File: config.mk
export PLATFORM = sky130hd
export DESIGN_NAME = event_timing_entropy_credit
export DESIGN_NICKNAME = d
export VERILOG_FILES = /design/src/design/etec_pkg.sv /design/src/design/etec_ram.sv /design/src/design/etec_cfg_regs.sv /design/src/design/event_timing_entropy_credit.sv
export SDC_FILE = /design/constraint.sdc
export NUM_CORES = 2
export LEC_CHECK = 0
export BUFFER_PORTS_ARGS = -buffer_cell sky130_fd_sc_hd__buf_2
export CAP_MARGIN = 10
export CORE_MARGIN = 10
export CORE_UTILIZATION = 55
export CTS_CLUSTER_DIAMETER = 200
export DETAILED_ROUTE_END_ITERATION = 6
export PLACE_DENSITY = 0.82
export SLEW_MARGIN = 20
export SYNTH_ARGS = -nofsm -noshare
export SYNTH_HDL_FRONTEND = slang
export SYNTH_HIERARCHICAL = 1
export SYNTH_SLANG_ARGS = --single-unit
export TNS_END_PERCENT = 10
File: constraint.sdc
create_clock -name clk_i -period 15.8 [get_ports clk_i]
set_input_delay 3.16 -clock clk_i [delete_from_list [all_inputs] [get_ports clk_i]]
set_output_delay 3.16 -clock clk_i [all_outputs]
set_load 0.1 [all_outputs]
File: src/design/etec_pkg.sv
package etec_pkg;

  localparam int NumSources = 3;
  localparam int SrcAw = (NumSources > 1) ? $clog2(NumSources) : 1;

  localparam int SrcW = 2;
  localparam int DataW = 16;
  localparam int StampW = 32;
  localparam int CapW = 6;
  localparam int BudgetW = 16;
  localparam int TotalW = 18;
  localparam int CountW = 32;
  localparam int CfgIdxW = 3;
  localparam int CfgDataW = 16;

  localparam int InTdataW = 48;
  localparam int OutTdataW = 176;

  localparam logic [SrcW-1:0] SrcKeyboard = 2'd1;
  localparam logic [SrcW-1:0] SrcDisk = 2'd2;

  localparam logic [TotalW-1:0] TotalMax = 18'h3FFFF;

  localparam logic [CfgIdxW-1:0] CfgKeyboardCap = 3'd0;
  localparam logic [CfgIdxW-1:0] CfgDiskCap = 3'd1;
  localparam logic [CfgIdxW-1:0] CfgTimerCap = 3'd2;
  localparam logic [CfgIdxW-1:0] CfgKeyboardBudget = 3'd3;
  localparam logic [CfgIdxW-1:0] CfgDiskBudget = 3'd4;
  localparam logic [CfgIdxW-1:0] CfgTimerBudget = 3'd5;
  localparam logic [CfgIdxW-1:0] CfgQualityThreshold = 3'd6;

  typedef struct packed {
    logic [CapW-1:0]    keyboard_cap;
    logic [CapW-1:0]    disk_cap;
    logic [CapW-1:0]    timer_cap;
    logic [BudgetW-1:0] keyboard_budget;
    logic [BudgetW-1:0] disk_budget;
    logic [BudgetW-1:0] timer_budget;
    logic [BudgetW-1:0] quality_threshold;
  } cfg_t;

  // per-source entry kept in the source ram
  typedef struct packed {
    logic [CountW-1:0]  events;
    logic [BudgetW-1:0] spent;
  } src_entry_t;

  localparam int EntryW = $bits(src_entry_t);

  // number of bits needed to hold v, 0 for v == 0
  function automatic logic [CapW-1:0] bit_len(logic [StampW-1:0] v);
    logic [CapW-1:0] n;
    n = '0;
    for (int i = 0; i < StampW; i++) begin
      if (v[i]) n = CapW'(i + 1);
    end
    return n;
  endfunction

endpackage

File: src/design/etec_ram.sv
module etec_ram #(
  parameter int Width = 8,
  parameter int Depth = 4
) (
  input  logic                                          clk_i,
  input  logic                                          we_i,
  input  logic [((Depth > 1) ? $clog2(Depth) : 1)-1:0] waddr_i,
  input  logic [Width-1:0]                              wdata_i,
  input  logic                                          re_i,
  input  logic [((Depth > 1) ? $clog2(Depth) : 1)-1:0] raddr_i,
  output logic [Width-1:0]                              rdata_o
);

  logic [Width-1:0] mem_q [Depth];
  logic [Width-1:0] rdata_q;

  always_ff @(posedge clk_i) begin
    if (we_i) begin
      mem_q[waddr_i] <= wdata_i;
    end
    if (re_i) begin
      rdata_q <= mem_q[raddr_i];
    end
  end

  assign rdata_o = rdata_q;

endmodule

File: src/design/etec_cfg_regs.sv
module etec_cfg_regs (
  input  logic                          clk_i,
  input  logic                          rst_ni,
  input  logic                          cfg_we_i,
  input  logic [etec_pkg::CfgIdxW-1:0]  cfg_idx_i,
  input  logic [etec_pkg::CfgDataW-1:0] cfg_data_i,
  output etec_pkg::cfg_t                cfg_o
);
  import etec_pkg::*;

  cfg_t cfg_q, cfg_d;

  always_comb begin
    cfg_d = cfg_q;
    if (cfg_we_i) begin
      unique case (cfg_idx_i)
        CfgKeyboardCap:      cfg_d.keyboard_cap = cfg_data_i[CapW-1:0];
        CfgDiskCap:          cfg_d.disk_cap = cfg_data_i[CapW-1:0];
        CfgTimerCap:         cfg_d.timer_cap = cfg_data_i[CapW-1:0];
        CfgKeyboardBudget:   cfg_d.keyboard_budget = cfg_data_i[BudgetW-1:0];
        CfgDiskBudget:       cfg_d.disk_budget = cfg_data_i[BudgetW-1:0];
        CfgTimerBudget:      cfg_d.timer_budget = cfg_data_i[BudgetW-1:0];
        CfgQualityThreshold: cfg_d.quality_threshold = cfg_data_i[BudgetW-1:0];
        default: ;
      endcase
    end
  end

  always_ff @(posedge clk_i or negedge rst_ni) begin
    if (!rst_ni) begin
      cfg_q.keyboard_cap      <= CapW'(4);
      cfg_q.disk_cap          <= CapW'(2);
      cfg_q.timer_cap         <= '0;
      cfg_q.keyboard_budget   <= BudgetW'(4096);
      cfg_q.disk_budget       <= BudgetW'(64);
      cfg_q.timer_budget      <= '0;
      cfg_q.quality_threshold <= BudgetW'(256);
    end else begin
      cfg_q <= cfg_d;
    end
  end

  assign cfg_o = cfg_q;

endmodule

File: src/design/event_timing_entropy_credit.sv
// Event timing entropy credit estimator. Each input item is one source event
// (source id in tuser, payload and timestamp in tdata); each produces exactly one
// result item carrying the mixed sample word, the credit granted after the
// per-source cap and lifetime budget, the running total, the quality flag, the
// source's own counters and the interval statistics. Source id values at or above
// the number of sources are flagged in the result tuser and change nothing. The
// block takes one item per clock cycle while the output is not stalled. The rate
// is set by the per-source read-modify-write: event count and spent credit live
// in a small ram read at accept and written when the item leaves stage 1, with
// the previous write bypassed when back-to-back items hit the same source.
// Per-entry valid bits make the ram read as zero after reset, so there is no
// clearing pass. Configuration writes take effect at the next clock edge and are
// meant to be done while no item is in flight.
module event_timing_entropy_credit (
  input  logic                           clk_i,
  input  logic                           rst_ni,
  // config write port
  input  logic                           cfg_we_i,
  input  logic [etec_pkg::CfgIdxW-1:0]   cfg_idx_i,
  input  logic [etec_pkg::CfgDataW-1:0]  cfg_data_i,
  // event stream in
  input  logic                           s_axis_tvalid,
  output logic                           s_axis_tready,
  // [15:0] event_data, [47:16] timestamp
  input  logic [etec_pkg::InTdataW-1:0]  s_axis_tdata,
  // [1:0] source_id
  input  logic [etec_pkg::SrcW-1:0]      s_axis_tuser,
  // result stream out
  output logic                           m_axis_tvalid,
  input  logic                           m_axis_tready,
  // [31:0] sample_word, [37:32] credit_granted, [55:38] total_credit,
  // [56] quality_ok, [88:57] source_events, [104:89] source_credit,
  // [110:105] distinct_low_bits, [142:111] min_interval,
  // [174:143] max_interval, [175] zero
  output logic [etec_pkg::OutTdataW-1:0] m_axis_tdata,
  // [0] ignored
  output logic                           m_axis_tuser
);
  import etec_pkg::*;

  cfg_t cfg;

  etec_cfg_regs u_cfg (
    .clk_i,
    .rst_ni,
    .cfg_we_i,
    .cfg_idx_i,
    .cfg_data_i,
    .cfg_o (cfg)
  );

  // handshake and pipeline control
  logic s1_valid_q, s1_valid_d;
  logic out_valid_q, out_valid_d;
  logic in_accept, s1_fire;

  assign s1_fire = s1_valid_q && (!out_valid_q || m_axis_tready);
  assign s_axis_tready = !s1_valid_q || s1_fire;
  assign in_accept = s_axis_tvalid && s_axis_tready;

  logic [SrcAw-1:0] in_addr;
  assign in_addr = SrcAw'(s_axis_tuser);

  // stage 1 item registers
  logic [SrcW-1:0]   s1_src_q;
  logic [DataW-1:0]  s1_data_q;
  logic [StampW-1:0] s1_stamp_q;
  logic              byp_hit_q, byp_hit_d;
  src_entry_t        byp_q;

  // source ram
  logic             wr_en;
  logic [SrcAw-1:0] s1_addr;
  src_entry_t       wr_entry, rd_entry;
  logic [EntryW-1:0] rd_raw;
  logic [NumSources-1:0] vld_q, vld_d;

  assign s1_addr = SrcAw'(s1_src_q);

  etec_ram #(
    .Width (EntryW),
    .Depth (NumSources)
  ) u_src_ram (
    .clk_i,
    .we_i    (wr_en),
    .waddr_i (s1_addr),
    .wdata_i (wr_entry),
    .re_i    (in_accept),
    .raddr_i (in_addr),
    .rdata_o (rd_raw)
  );

  // a write in the cycle of the read is not seen by the ram output
  assign byp_hit_d = wr_en && (s1_addr == in_addr);

  // global state
  logic [StampW-1:0] last_stamp_q, last_d1_q, last_d2_q;
  logic [TotalW-1:0] total_q, total_d;
  logic [31:0]       seen_q, seen_d;
  logic [CapW-1:0]   distinct_q, distinct_d;
  logic [StampW-1:0] min_q, min_d, max_q, max_d;
  logic              iv_seen_q;

  // stage 1 compute
  logic              s1_ign;
  logic [StampW-1:0] d1, d2, d3;
  logic [CapW-1:0]   credit, w1, w2, w3, cap;
  logic [BudgetW-1:0] budget, remaining;
  logic [TotalW:0]   total_sum;
  src_entry_t        cur;
  logic [OutTdataW-1:0] out_d;
  logic [OutTdataW-1:0] out_tdata_q;
  logic                 out_ign_q;

  assign s1_ign = 32'(s1_src_q) >= NumSources;
  assign wr_en = s1_fire && !s1_ign;

  always_comb begin
    rd_entry = rd_raw;
    if (byp_hit_q) begin
      cur = byp_q;
    end else if (vld_q[s1_addr]) begin
      cur = rd_entry;
    end else begin
      cur = '0;
    end

    d1 = s1_stamp_q - last_stamp_q;
    d2 = d1 - last_d1_q;
    d3 = d2 - last_d2_q;
    w1 = bit_len(d1);
    w2 = bit_len(d2);
    w3 = bit_len(d3);

    case (s1_src_q)
      SrcKeyboard: begin
        cap = cfg.keyboard_cap;
        budget = cfg.keyboard_budget;
      end
      SrcDisk: begin
        cap = cfg.disk_cap;
        budget = cfg.disk_budget;
      end
      default: begin
        cap = cfg.timer_cap;
        budget = cfg.timer_budget;
      end
    endcase

    credit = w1;
    if (w2 < credit) credit = w2;
    if (w3 < credit) credit = w3;
    if (credit > cap) credit = cap;
    remaining = (cur.spent >= budget) ? '0 : budget - cur.spent;
    if (BudgetW'(credit) > remaining) credit = remaining[CapW-1:0];

    wr_entry.events = cur.events + CountW'(1);
    wr_entry.spent = cur.spent + BudgetW'(credit);

    total_sum = {1'b0, total_q} + (TotalW + 1)'(credit);
    total_d = total_sum[TotalW] ? TotalMax : total_sum[TotalW-1:0];

    seen_d = seen_q | (32'(1) << d1[4:0]);
    distinct_d = distinct_q + CapW'(!seen_q[d1[4:0]]);
    min_d = (!iv_seen_q || d1 < min_q) ? d1 : min_q;
    max_d = (d1 > max_q) ? d1 : max_q;

    vld_d = vld_q;
    vld_d[s1_addr] = 1'b1;

    out_d = '0;
    if (s1_ign) begin
      out_d[55:38]   = total_q;
      out_d[56]      = total_q >= TotalW'(cfg.quality_threshold);
      out_d[110:105] = distinct_q;
      out_d[142:111] = iv_seen_q ? min_q : '0;
      out_d[174:143] = max_q;
    end else begin
      out_d[31:0]    = d1 ^ {s1_data_q, 16'h0000} ^ 32'(s1_src_q) ^ s1_stamp_q;
      out_d[37:32]   = credit;
      out_d[55:38]   = total_d;
      out_d[56]      = total_d >= TotalW'(cfg.quality_threshold);
      out_d[88:57]   = wr_entry.events;
      out_d[104:89]  = wr_entry.spent;
      out_d[110:105] = distinct_d;
      out_d[142:111] = min_d;
      out_d[174:143] = max_d;
    end
  end

  always_comb begin
    s1_valid_d = s1_valid_q;
    if (in_accept) begin
      s1_valid_d = 1'b1;
    end else if (s1_fire) begin
      s1_valid_d = 1'b0;
    end
    out_valid_d = out_valid_q;
    if (s1_fire) begin
      out_valid_d = 1'b1;
    end else if (m_axis_tready) begin
      out_valid_d = 1'b0;
    end
  end

  always_ff @(posedge clk_i or negedge rst_ni) begin
    if (!rst_ni) begin
      s1_valid_q   <= 1'b0;
      out_valid_q  <= 1'b0;
      byp_hit_q    <= 1'b0;
      vld_q        <= '0;
      last_stamp_q <= '0;
      last_d1_q    <= '0;
      last_d2_q    <= '0;
      total_q      <= '0;
      seen_q       <= '0;
      distinct_q   <= '0;
      min_q        <= '1;
      max_q        <= '0;
      iv_seen_q    <= 1'b0;
    end else begin
      s1_valid_q  <= s1_valid_d;
      out_valid_q <= out_valid_d;
      if (in_accept) begin
        byp_hit_q <= byp_hit_d;
      end
      if (wr_en) begin
        vld_q        <= vld_d;
        last_stamp_q <= s1_stamp_q;
        last_d1_q    <= d1;
        last_d2_q    <= d2;
        total_q      <= total_d;
        seen_q       <= seen_d;
        distinct_q   <= distinct_d;
        min_q        <= min_d;
        max_q        <= max_d;
        iv_seen_q    <= 1'b1;
      end
    end
  end

  // payload registers
  always_ff @(posedge clk_i) begin
    if (in_accept) begin
      s1_src_q   <= s_axis_tuser;
      s1_data_q  <= s_axis_tdata[15:0];
      s1_stamp_q <= s_axis_tdata[47:16];
      byp_q      <= wr_entry;
    end
    if (s1_fire) begin
      out_tdata_q <= out_d;
      out_ign_q   <= s1_ign;
    end
  end

  assign m_axis_tvalid = out_valid_q;
  assign m_axis_tdata  = out_tdata_q;
  assign m_axis_tuser  = out_ign_q;

  // distinct count tracks the seen mask
  a_distinct_count: assert property (@(posedge clk_i) disable iff (!rst_ni)
    32'(distinct_q) == $countones(seen_q))
    else $error("distinct count out of step with seen mask");

  // running total only grows
  a_total_monotonic: assert property (@(posedge clk_i) disable iff (!rst_ni)
    s1_fire |=> total_q >= $past(total_q))
    else $error("total credit decreased");

  // min never above max once an interval was taken
  a_min_le_max: assert property (@(posedge clk_i) disable iff (!rst_ni)
    iv_seen_q |-> min_q <= max_q)
    else $error("min interval above max interval");

  // an ignored result grants nothing
  a_ignored_zero: assert property (@(posedge clk_i) disable iff (!rst_ni)
    (m_axis_tvalid && m_axis_tuser) |-> (m_axis_tdata[37:32] == '0 &&
    m_axis_tdata[88:57] == '0))
    else $error("ignored item carries credit or count");

  // granted credit never exceeds the widest difference
  a_credit_range: assert property (@(posedge clk_i) disable iff (!rst_ni)
    m_axis_tvalid |-> m_axis_tdata[37:32] <= 6'd32)
    else $error("credit above 32 bits");

endmodule

==> flow_summary_export.csv <==
group,metric,value,unit
route,vias,32417,
clock_network,tritoncts,"yes",
critical_path,cpMostUsedCell,"a21o_1",
sta,hold_viol_final,0,
sta,max-slew-margin-rel,29.4,%
place,dp_cells,5242,
die,fp.dieW,299,um
layout,seqCellArea,0.0217,sq mm
layout,fin_cells,5437,
critical_path,endpoint_kind,"flop",
critical_path,r2r-end,"m_axis_tdata[56]",
sta,fin_crit,15.38,ns
critical_path,rr_startpoint,"s1_stamp_q[0]",
layout,n_fill_cell,5584,
critical_path,critPathMaxFanout,5,
place,dp_hpwl,75.9,mm
sta,fin_crit_sh,97.4,%
synthesis,postSynthAreaPerCell,11.0,sq um
layout,fin_area,0.0504,sq mm
critical_path,timing_worst_setup_path_type,"reg2reg",
global_routing,grt_pass1_vias,32047,
synthesis,synth_seq_cells,771,
place,globalplace.congestion,0.925,
hold_path,holdCritStartpoint,"seen_q[27]",
hold_path,min_path_type,"reg2reg",
place,preCtsSetupSlack,-0.381,ns
outcome,outcome,"complete, no violations",
critical_path,worst_ep_required_time,16.17,ns
route,avgRoutedWirePerCell,20.6,um
synthesis,synth_area_leaders,"edfxtp_1 33%, dfrtp_1 16%, ha_1 7.1%, mux2_2 3.6%, o21ai_0 3.2%",
global_routing,grt_max_degree,105,
critical_path,startpoint_type,"flop",
critical_path,cp_slowest_cell,"o32a_1",
job,max_cap_viol_count,0,
synthesis,ys.flop_type,"edfxtp_1",
synthesis,synth_most_common_cell,"edfxtp_1",
route,via_per_inst,5.96,
die,dieArea,0.0892,sq mm
synthesis,synth.top_cell.area_share,32.8,%
critical_path,max_stage_delay,0.45,ns
synthesis,netlist_area,0.0427,sq mm
sta,finClkSkew,0.0347,ns
route,drtIter0Drc,2647,
route,drtPass1Iterations,6,
sta,worst_pin_slew,1.06,ns
layout,antenna_cells,0,
sta,setup_viol_count_final,0,
sta,slew_viol_final,0,
critical_path,cp.arrival,15.75,ns
layout,multi_input_area,0.0203,sq mm
global_routing,grt_usage,24.0,%
route,drt_wl_total,112,mm
clock_network,cts_buffer_depth,3,
critical_path,reg2reg_depth,88,
sta,setup_ws,0.418,ns
clock_network,clk_latency,0.66,ns
layout,area_delta_synth_final,17.9,%
synthesis,synthTopCellsByCount,"466 x edfxtp_1, 354 x nand2_1, 277 x inv_1, 276 x o21ai_0, 268 x dfrtp_1",
layout,nets,4650,
place,dpl_cell_area,0.0463,sq mm
synthesis,synth_top_area_cell,"edfxtp_1",
global_routing,grt_pass1_wl,174,mm
die,fp-row-count,102,
synthesis,ys_warn_count,6,
synthesis,synth_nets,4214,
die,dieHeight,299,um
synthesis,yosysSeqAreaShare,50.7,%
clock_network,root_buffer,"clkbuf_16",
synthesis,synth_cell_types,113,
place,port_buffers,251,
route,drc_errors,0,
clock_network,cts_sinks,771,
layout,drive_gt1_share,24.5,%
critical_path,r2r_slack,0.42,ns
clock_network,htreeDepth,3,
synthesis,synth-edff-count,466,
die,floorplan.io_pins,253,
route,ant_nets,0,
clock_network,clkTransAtPathRegs,0.06,ns
hold_path,whs_path_depth,1,
die,start_util,55.3,%
global_routing,antenna_found_initial,0,
hold_path,min_to,"seen_q[27]",
global_routing,gr-total-overflow,0,
clock_network,cts_inserted_buffers,83,
synthesis,async_flop_share,39.6,%
die,core_area,0.0772,sq mm
sta,max_freq,0.0650,GHz
synthesis,synthCells,3891,
final cells by class:
type / count / share of cell area [%]
repair buffers: 514 / 6.50
inverters: 284 / 2.18
well taps: 1040 / 2.58
clock inverters: 35 / 0.730
flip-flops and latches: 771 / 43.0
clock buffers: 120 / 4.76
multi-input cells: 2673 / 40.2
repair_timing:
| action | CTS | global route |
|---|---|---|
| gates resized for setup | 42 | 164 |
| endpoints found under the setup margin | 1 | 6 |
| pin swaps | 18 | 117 |
| buffers inserted | 8 | 33 |
| hold buffers | 0 | 0 |
| cloned | 0 | 0 |
critical path: cells and delay by family (launching register included):
family	cells	cell delay, ns
compound gates	44	7.23
simple gates	23	3.13
fa+ha+maj	9	2.48
buf+inv	8	0.94
mux	3	0.64
flops	1	0.40
xor+xnor	1	0.25
how the worst max path moves through the flow:
stage                       start          endpoint  slack [ns]
floorplan           s1_stamp_q[0]  m_axis_tdata[56]        0.02
global placement    s1_stamp_q[7]  m_axis_tdata[56]        0.08
detailed placement  s1_stamp_q[0]  m_axis_tdata[56]       -0.38
CTS                 s1_stamp_q[0]  m_axis_tdata[56]        0.03
global route        s1_stamp_q[0]  m_axis_tdata[56]       -0.32
finish              s1_stamp_q[0]  m_axis_tdata[56]        0.42
placed cells by master (no fill, tap or decap), types with 103 or more instances in the layout:
cell,instances
o21ai_0,255
nor2_1,202
inv_1,267
a21o_1,106
edfxtp_1,466
buf_2,250
xnor2_1,103
a21oi_1,155
buf_4,254
ha_1,218
nand2_1,349
dfrtp_1,267
mux2_2,137
metrics by stage:
| stage | util, % | hold WS, ns | setup TNS (ns) |
|---|---|---|---|
| 3_5_place_dp | 60.0 | 0.440 | -0.381 |
| 3_3_place_gp | 60.0 | 0.432 | 0 |
| 6_report | 65.2 | 0.451 | 0 |
| 5_1_grt | 65.2 | 0.470 | -0.318 |
| 2_1_floorplan | - | 0.423 | 0 |
| 4_1_cts | 63.9 | 0.452 | 0 |
cells by family after synthesis:
kind of cell    after synthesis  share of synthesized area [%]
xor+xnor                    183                           3.86
fa+ha+maj                   249                           7.40
other cells                   1                        0.00878
simple gates                997                           11.4
compound gates             1015                           16.1
flops                       771                           50.7
mux                         228                           6.17
buf+inv                     447                           4.31
state kept, by name (all words and copies together), names as in the netlist, 2 cells and up:
name and count:
last_d1_q 32, byp_q 48, seen_q 32, u_cfg/cfg_o 82, last_d2_q 32, last_stamp_q 32, min_q 32, u_src_ram/rdata_o 48
max_q 32, vld_q 3, total_q 18, s1_data_q 16, m_axis_tdata 175, distinct_q 6, s1_addr 2, s1_stamp_q 32
u_src_ram/mem_q 144
routing by layer:
| metal | global-route usage [%] | vias up | share of wire [%] |
|---|---|---|---|
| met3 | 4.08 | 223 | 6.8 |
| met5 | 0 | - | 0 |
| met2 | 39.8 | 1208 | 48 |
| met1 | 31.6 | 15909 | 42 |
| met4 | 8.54 | 0 | 3.4 |
| li1 | - | 15077 | - |
Power is left out: the tool's default activity adds up to more than one toggle a clock period on the data nets, which glitch-free logic cannot reach.
